===== src/design/sird_pkg.sv =====
package sird_pkg;

  localparam int MAX_BASE_DEF = 16;
  localparam int NUM_SYMS = 16;
  localparam int SYM_W = 8;
  localparam int NUM_W = 32;
  localparam int LEN_W = 5;
  localparam int CFG_IDX_W = 2;
  localparam int CFG_DATA_W = 64;
  localparam int SYM_IDX_W = 4;
  localparam int STEPS_PER_CYCLE = 8;
  localparam int CYCLES_PER_DIGIT = NUM_W / STEPS_PER_CYCLE;
  localparam int STEP_CNT_W = $clog2(CYCLES_PER_DIGIT);
  localparam int MAX_DIGITS = NUM_W;
  localparam int DIG_CNT_W = $clog2(MAX_DIGITS) + 1;
  localparam int DIG_IDX_W = $clog2(MAX_DIGITS);

  localparam logic [CFG_IDX_W-1:0] REG_BASE_LENGTH = 2'd0;
  localparam logic [CFG_IDX_W-1:0] REG_SYMBOLS_LOW = 2'd1;
  localparam logic [CFG_IDX_W-1:0] REG_SYMBOLS_HIGH = 2'd2;

  localparam logic [LEN_W-1:0] BASE_LENGTH_RST = 5'd10;
  localparam logic [CFG_DATA_W-1:0] SYMBOLS_LOW_RST = 64'h3736353433323130;
  localparam logic [CFG_DATA_W-1:0] SYMBOLS_HIGH_RST = 64'h0000000000003938;

  localparam logic [SYM_W-1:0] CHAR_MINUS = 8'h2D;
  localparam logic [SYM_W-1:0] CHAR_LOWER_A = 8'h61;
  localparam logic [SYM_W-1:0] CHAR_LOWER_Z = 8'h7A;
  localparam logic [SYM_W-1:0] CHAR_UPPER_A = 8'h41;
  localparam logic [SYM_W-1:0] CHAR_UPPER_Z = 8'h5A;
  localparam logic [SYM_W-1:0] CHAR_DIGIT_0 = 8'h30;
  localparam logic [SYM_W-1:0] CHAR_DIGIT_9 = 8'h39;

  typedef enum logic [2:0] {
    ST_IDLE,
    ST_LOAD,
    ST_DIVIDE,
    ST_SIGN,
    ST_EMIT
  } ctrl_state_t;

  typedef struct packed {
    logic capture;
    logic start_div;
    logic div_step;
    logic emit_sign;
    logic emit_digit;
  } dp_cmd_t;

  typedef struct packed {
    logic base_ok;
    logic neg;
    logic div_last;
    logic quo_zero;
    logic out_free;
    logic last_digit;
  } dp_status_t;

  function automatic logic is_alnum(input logic [SYM_W-1:0] c);
    return (c >= CHAR_LOWER_A && c <= CHAR_LOWER_Z) ||
           (c >= CHAR_UPPER_A && c <= CHAR_UPPER_Z) ||
           (c >= CHAR_DIGIT_0 && c <= CHAR_DIGIT_9);
  endfunction

endpackage


===== src/design/sird_ctrl.sv =====
module sird_ctrl import sird_pkg::*; (
  input  logic       clk,
  input  logic       rst,
  input  logic       item_valid,
  output logic       item_ready,
  input  dp_status_t status,
  output dp_cmd_t    cmd
);

  ctrl_state_t state, state_next;

  always_ff @(posedge clk) begin
    if (rst) begin
      state <= ST_IDLE;
    end else begin
      state <= state_next;
    end
  end

  always_comb begin
    state_next = state;
    cmd = '0;
    item_ready = 1'b0;
    unique case (state)
      ST_IDLE: begin
        item_ready = 1'b1;
        if (item_valid) begin
          cmd.capture = 1'b1;
          state_next = ST_LOAD;
        end
      end
      ST_LOAD: begin
        if (status.base_ok) begin
          cmd.start_div = 1'b1;
          state_next = ST_DIVIDE;
        end else begin
          state_next = ST_IDLE;
        end
      end
      ST_DIVIDE: begin
        cmd.div_step = 1'b1;
        if (status.div_last && status.quo_zero) begin
          state_next = ST_SIGN;
        end
      end
      ST_SIGN: begin
        if (!status.neg) begin
          state_next = ST_EMIT;
        end else if (status.out_free) begin
          cmd.emit_sign = 1'b1;
          state_next = ST_EMIT;
        end
      end
      ST_EMIT: begin
        if (status.out_free) begin
          cmd.emit_digit = 1'b1;
          if (status.last_digit) begin
            state_next = ST_IDLE;
          end
        end
      end
      default: begin
        state_next = ST_IDLE;
      end
    endcase
  end

endmodule


===== src/design/sird_datapath.sv =====
module sird_datapath import sird_pkg::*; #(
  parameter int MAX_BASE = MAX_BASE_DEF
) (
  input  logic                    clk,
  input  logic                    rst,
  input  logic                    cfg_valid,
  input  logic [CFG_IDX_W-1:0]    cfg_index,
  input  logic [CFG_DATA_W-1:0]   cfg_data,
  input  logic signed [NUM_W-1:0] number,
  input  dp_cmd_t                 cmd,
  output dp_status_t              status,
  output logic [SYM_W-1:0]        character,
  output logic                    last_char,
  output logic                    result_valid,
  input  logic                    result_ready
);

  localparam int DIG_W = $clog2(MAX_BASE);

  logic [LEN_W-1:0]      base_length;
  logic [CFG_DATA_W-1:0] symbols_low;
  logic [CFG_DATA_W-1:0] symbols_high;
  logic                  base_ok;
  logic                  base_ok_next;
  logic                  neg;
  logic [NUM_W-1:0]      quo;
  logic [NUM_W-1:0]      quo_next;
  logic [DIG_W-1:0]      rem;
  logic [DIG_W-1:0]      rem_next;
  logic [STEP_CNT_W-1:0] step_cnt;
  logic [DIG_CNT_W-1:0]  ndig;
  logic [DIG_W-1:0]      digits [MAX_DIGITS];
  logic [2*CFG_DATA_W-1:0] sym_tbl;
  logic [DIG_W:0]        len_w;
  logic [DIG_IDX_W-1:0]  rd_idx;
  logic [DIG_IDX_W-1:0]  rd_idx_after;
  logic [DIG_W-1:0]      rd_digit;
  logic [SYM_IDX_W-1:0]  sym_idx;
  logic [SYM_W-1:0]      rd_sym;
  logic                  out_free;

  assign sym_tbl = {symbols_high, symbols_low};
  assign len_w = base_length[DIG_W:0];

  always_ff @(posedge clk) begin
    if (rst) begin
      base_length <= BASE_LENGTH_RST;
      symbols_low <= SYMBOLS_LOW_RST;
      symbols_high <= SYMBOLS_HIGH_RST;
    end else if (cfg_valid) begin
      unique case (cfg_index)
        REG_BASE_LENGTH:  base_length <= cfg_data[LEN_W-1:0];
        REG_SYMBOLS_LOW:  symbols_low <= cfg_data;
        REG_SYMBOLS_HIGH: symbols_high <= cfg_data;
        default: ;
      endcase
    end
  end

  // base check: length in range, symbols alphanumeric and distinct
  always_comb begin
    base_ok_next = (base_length >= LEN_W'(2)) && (base_length <= LEN_W'(MAX_BASE));
    for (int i = 0; i < NUM_SYMS; i++) begin
      if (LEN_W'(i) < base_length) begin
        if (!is_alnum(sym_tbl[SYM_W*i +: SYM_W])) begin
          base_ok_next = 1'b0;
        end
        for (int j = i + 1; j < NUM_SYMS; j++) begin
          if (LEN_W'(j) < base_length &&
              sym_tbl[SYM_W*i +: SYM_W] == sym_tbl[SYM_W*j +: SYM_W]) begin
            base_ok_next = 1'b0;
          end
        end
      end
    end
  end

  always_ff @(posedge clk) begin
    base_ok <= base_ok_next;
  end

  // restoring division, several quotient bits per cycle
  always_comb begin
    logic [DIG_W:0] trial;
    quo_next = quo;
    rem_next = rem;
    for (int s = 0; s < STEPS_PER_CYCLE; s++) begin
      trial = {rem_next, quo_next[NUM_W-1]};
      if (trial >= len_w) begin
        trial = trial - len_w;
        quo_next = {quo_next[NUM_W-2:0], 1'b1};
      end else begin
        quo_next = {quo_next[NUM_W-2:0], 1'b0};
      end
      rem_next = trial[DIG_W-1:0];
    end
  end

  assign rd_idx = DIG_IDX_W'(ndig - DIG_CNT_W'(1));
  assign rd_idx_after = DIG_IDX_W'(ndig - DIG_CNT_W'(2));

  // registered digit read, next digit fetched while one is sent
  always_ff @(posedge clk) begin
    if (cmd.emit_digit) begin
      rd_digit <= digits[rd_idx_after];
    end else begin
      rd_digit <= digits[rd_idx];
    end
  end

  assign sym_idx = SYM_IDX_W'(rd_digit);
  assign rd_sym = sym_tbl[SYM_W*sym_idx +: SYM_W];
  assign out_free = !result_valid || result_ready;

  always_ff @(posedge clk) begin
    if (cmd.capture) begin
      neg <= number[NUM_W-1];
      quo <= number[NUM_W-1] ? (NUM_W'(0) - NUM_W'(number)) : NUM_W'(number);
    end else if (cmd.div_step) begin
      quo <= quo_next;
    end
    if (cmd.start_div) begin
      rem <= '0;
      step_cnt <= '0;
      ndig <= '0;
    end else if (cmd.div_step) begin
      step_cnt <= step_cnt + STEP_CNT_W'(1);
      if (step_cnt == STEP_CNT_W'(CYCLES_PER_DIGIT - 1)) begin
        digits[ndig[DIG_IDX_W-1:0]] <= rem_next;
        ndig <= ndig + DIG_CNT_W'(1);
        rem <= '0;
      end else begin
        rem <= rem_next;
      end
    end else if (cmd.emit_digit) begin
      ndig <= ndig - DIG_CNT_W'(1);
    end
  end

  always_ff @(posedge clk) begin
    if (rst) begin
      result_valid <= 1'b0;
    end else if (cmd.emit_sign || cmd.emit_digit) begin
      result_valid <= 1'b1;
    end else if (result_ready) begin
      result_valid <= 1'b0;
    end
  end

  always_ff @(posedge clk) begin
    if (cmd.emit_sign) begin
      character <= CHAR_MINUS;
      last_char <= 1'b0;
    end else if (cmd.emit_digit) begin
      character <= rd_sym;
      last_char <= (ndig == DIG_CNT_W'(1));
    end
  end

  assign status.base_ok = base_ok;
  assign status.neg = neg;
  assign status.div_last = (step_cnt == STEP_CNT_W'(CYCLES_PER_DIGIT - 1));
  assign status.quo_zero = (quo_next == '0);
  assign status.out_free = out_free;
  assign status.last_digit = (ndig == DIG_CNT_W'(1));

endmodule


===== src/design/signed_int_to_radix_digits.sv =====
// signed integer to text in a configurable radix
//
// input channel (item_valid/item_ready/number): one signed 32-bit request.
// result channel (result_valid/result_ready): one character per result,
// minus sign first for negative values, then digits most significant first,
// last_char set on the final digit. an invalid base gives no results.
// config channel (cfg_valid/cfg_ready/cfg_index/cfg_data): index 0 base
// length, 1 symbols 0..7, 2 symbols 8..15; always ready, write only while idle.
//
// a request takes as long with or without a minus sign until its last
// character sits in the output register, if the receiver does not stall;
// each digit is one pass of the shared divider (8 quotient bits per cycle
// over 32 bits), then characters leave one per cycle while the receiver is ready.
// base ten needs at most 10 digits, base two up to 32.
// one request is handled at a time; the block is ready for the next in the
// same cycle as the last character sits in the output register.
// reset restores base ten with symbols 0..9 and empties the output register.
// a stalled receiver holds the output register and pauses the block at its next character.
module signed_int_to_radix_digits import sird_pkg::*; #(
  parameter int MAX_BASE = MAX_BASE_DEF
) (
  input  logic                    clk,
  input  logic                    rst,
  input  logic                    cfg_valid,
  output logic                    cfg_ready,
  input  logic [CFG_IDX_W-1:0]    cfg_index,
  input  logic [CFG_DATA_W-1:0]   cfg_data,
  input  logic                    item_valid,
  output logic                    item_ready,
  input  logic signed [NUM_W-1:0] number,
  output logic                    result_valid,
  input  logic                    result_ready,
  output logic [SYM_W-1:0]        character,
  output logic                    last_char
);

  dp_cmd_t    cmd;
  dp_status_t status;

  assign cfg_ready = 1'b1;

  sird_ctrl u_ctrl (
    .clk        (clk),
    .rst        (rst),
    .item_valid (item_valid),
    .item_ready (item_ready),
    .status     (status),
    .cmd        (cmd)
  );

  sird_datapath #(
    .MAX_BASE (MAX_BASE)
  ) u_datapath (
    .clk          (clk),
    .rst          (rst),
    .cfg_valid    (cfg_valid),
    .cfg_index    (cfg_index),
    .cfg_data     (cfg_data),
    .number       (number),
    .cmd          (cmd),
    .status       (status),
    .character    (character),
    .last_char    (last_char),
    .result_valid (result_valid),
    .result_ready (result_ready)
  );

endmodule


===== config.mk =====
export PLATFORM = sky130hd
export DESIGN_NAME = signed_int_to_radix_digits
export DESIGN_NICKNAME = d
export VERILOG_FILES = /design/src/design/sird_pkg.sv /design/src/design/sird_ctrl.sv /design/src/design/sird_datapath.sv /design/src/design/signed_int_to_radix_digits.sv
export SDC_FILE = /design/constraint.sdc
export NUM_CORES = 2
export LEC_CHECK = 0
export BUFFER_PORTS_ARGS = -buffer_cell sky130_fd_sc_hd__buf_2
export CAP_MARGIN = 40
export CORE_ASPECT_RATIO = 1.5
export CORE_MARGIN = 4
export CORE_UTILIZATION = 65
export CTS_BUF_LIST = sky130_fd_sc_hd__clkbuf_8 sky130_fd_sc_hd__clkbuf_16
export CTS_CLUSTER_DIAMETER = 100
export DETAILED_ROUTE_END_ITERATION = 8
export MAX_ROUTING_LAYER = met4
export PLACE_DENSITY = 0.86
export RECOVER_POWER = 50
export SLEW_MARGIN = 10
export SYNTH_ARGS = -nofsm -noshare
export SYNTH_HDL_FRONTEND = slang
export SYNTH_SLANG_ARGS = --single-unit

===== constraint.sdc =====
create_clock -name clk -period 35.4 [get_ports clk]
set_input_delay 7.08 -clock clk [delete_from_list [all_inputs] [get_ports clk]]
set_output_delay 7.08 -clock clk [all_outputs]
set_load 0.02 [all_outputs]

==> metrics.txt <==
CP arrival=15.68 ns; Worst-Skew Late Latency=0.62 ns; DR vias/cell=7.329; #FFs+latches synth=324; final non-filler cell total=3808; worst-path cell with the longest stage delay=a21oi_1; max-cap viol count=4; actual slew at the worst max-slew pin=3.089 ns; Slew HR=-106.0%; starting density of the core=65.89%; CTS tree=done; crit path max fanout=25; final hold viol count=0; Tcrit/Tclk final=43.29%; htree depth=1; Largest delay share family, worst path=compound AO/OA/AOI/OAI gates; fin crit period=15.32 ns; clock slew at reported path FFs=0.07 ns; Die Footprint=49100 sq um; post-DR wirelength/cell=30.44 um; Detailed Route WL=115900 um; CP most frequent cell=a21o_1; vias in the first global route=27530; # clock sinks=324; Area Overhead vs Synth=7.142%; initial antenna violation count=6; root buffer cell=clkbuf_16; Post-DP Area=30660 sq um; status=finished with violations; Post-synth ARST share=0%; maximum number of pins on one net before global-route repair=73; chip width=182.3 um; Resized cells post-CTS=0; top_reg_cell synth=dfxtp_1; Port Buffers=113; gr usage total=47.45%; fin area=31720 sq um; via count=27910; critical path class=reg -> reg; Cells after Synth=3242; Final nets=3357; Post-CTS Hold Buffers=0; Post-Syn Nets=3403; cell area after synthesis=29610 sq um; Worst setup SP type=register; fmax=65.26 MHz; Yosys warning count=0; max incr delay on CP=0.68 ns; Seq/Total Area, Yosys=27.35%; post-route ant nets=0; final setup violation count=0; Cells after DPL=3742; failing checks=max-capacitance violations, max-slew violations; grt ovf=0; placer congestion estimate=1.091; 1st-iter DRT viols=4604; Ports=115; Setup TNS=0 ns; ratio of cells with drive above 1 in the final layout=14.69%; first-pass GRT wire length=172700 um; drt first pass iters=6; Slew Viols, Final=233; DRC viols=0; post-CTS setup buffers=0; Critical Path RT=35.76 ns; Hold Crit Class=reg -> reg; cts bufs inserted=31; Clock Tree Buf Depth=3; Synth cell types=72; critical path endpoint category=register; Critical path buffers and inverters=6; Max Clock Skew=0.01264 ns; RSZ-0062 raised after global routing=no; Synth Area per Inst=9.132 sq um; die height=269.4 um; # rows=95; number of synthesized flops with an enable pin=161; Post-DP HPWL=74060 um; Core Area=44930 sq um
==> cells by family (layout without fill, tap and decap cells) <==
logic type / after synthesis / after routing / share of synthesized area, %
and+or+nand+nor: 933 / 933 / 15.73
muxes: 144 / 144 / 9.957
xor gates and xnor gates: 1010 / 1010 / 29.88
AOI/OAI and AO/OA: 376 / 376 / 8.216
other: 1 / 7 / 0.01267
DFF: 324 / 324 / 27.35
buffers and inverters: 396 / 374 / 6.200
adders and majority gates: 58 / 58 / 2.654
==> metrics by stage <==
| stage | utilization, % | hold slack [ns] | worst slack [ns] |
|---|---|---|---|
| after detailed placement | 68.25 | 0.4461 | 19.90 |
| final | 70.60 | 0.4561 | 20.08 |
| after floorplan | - | 0.4315 | 21.65 |
| after global placement | 67.49 | 0.4416 | 20.01 |
| after global routing | 70.60 | 0.4829 | 18.81 |
| after CTS | 70.53 | 0.4568 | 19.82 |
==> synthesized netlist by cell type, drive strengths merged (8+ instances only) <==
cell / count / share of area (%)
a31oi: 26 / 0.65
nand2b: 14 / 0.30
o41ai: 19 / 0.56
xor2: 192 / 5.7
edfxtp: 161 / 16
mux4: 120 / 9.1
nand3: 45 / 0.76
mux2i: 20 / 0.68
a21oi: 147 / 2.5
ha: 50 / 2.1
a21o: 33 / 0.84
nand4: 189 / 4.0
dfxtp: 163 / 11
nor3: 78 / 1.4
nor4: 71 / 1.5
o31ai: 13 / 0.38
inv: 35 / 0.44
a22o: 20 / 0.59
nor2b: 9 / 0.19
nor2: 81 / 1.0
nand2: 372 / 4.7
o21ai: 64 / 1.1
nand3b: 40 / 1.0
buf: 280 / 4.7
fa: 8 / 0.54
xnor2: 818 / 24
clkbuf: 80 / 1.0
a221oi: 8 / 0.24
==> per-layer routing <==
| metal | track usage [%] | routed length, um | up-vias |
|---|---|---|---|
| met5 | - | 0 | - |
| met4 | 36.13 | 12380 | 0 |
| met3 | 16.61 | 15660 | 997 |
| met2 | 70.98 | 51800 | 2574 |
| met1 | 51.45 | 36080 | 13140 |
| li1 | - | - | 11200 |
==> cell type report <==
cell class | instances | area, sq um
sequential | 324 | 8108
clock inverter | 20 | 145.1
antenna | 6 | 15.01
timing repair buffer | 281 | 2021
clock buffer | 37 | 880.8
fill | 3239 | 13210
tap | 582 | 728.2
multi-input combinational | 2522 | 19690
inverter | 36 | 135.1
==> flip-flops by register name, summed over array words and instances (netlist names), 2 cells and up <==
signal / cells
u_datapath.digits: 128
u_datapath.symbols_high: 64
u_datapath.symbols_low: 64
u_datapath.quo: 32
u_datapath.character: 8
u_datapath.ndig: 6
u_datapath.base_length: 5
u_datapath.rd_digit: 4
u_datapath.rem: 4
u_ctrl.state: 3
u_datapath.step_cnt: 2
==> path summary, 6_finish.rpt <==
check / end / slack (ns) / startpoint / cells past startpoint
worst min-delay path: u_datapath.symbols_low[1] / 0.46 / u_datapath.symbols_low[1] / 2
worst max-delay path: u_datapath.digits[27][2] / 20.08 / u_datapath.base_length[1] / 56
worst min register to register: u_datapath.symbols_low[1] / 0.46 / u_datapath.symbols_low[1] / 2
worst max register to register: u_datapath.digits[27][2] / 20.08 / u_datapath.base_length[1] / 56
==> layout by cell type (no fill, tap or decap), types with 61 or more instances in the layout <==
| cell type | synthesis | routed |
|---|---|---|
| a21oi_1 | 144 | 144 |
| buf_2 | 231 | 112 |
| buf_4 | 10 | 143 |
| dfxtp_1 | 163 | 157 |
| edfxtp_1 | 161 | 161 |
| mux4_2 | 120 | 120 |
| nand2_1 | 372 | 372 |
| nand4_1 | 189 | 189 |
| nor2_1 | 80 | 80 |
| nor3_1 | 76 | 76 |
| nor4_1 | 71 | 71 |
| o21ai_0 | 62 | 61 |
| xnor2_1 | 818 | 818 |
| xor2_1 | 192 | 192 |
==> worst min-delay path, cell delays in order (launching register included) <==
cell and delay, ns:
dfxtp_1 0.31, nand2_1 0.05, a21oi_1 0.05
Power is not shown: default switching activity piles up to over one toggle a cycle in this logic, so the estimate is an artifact.
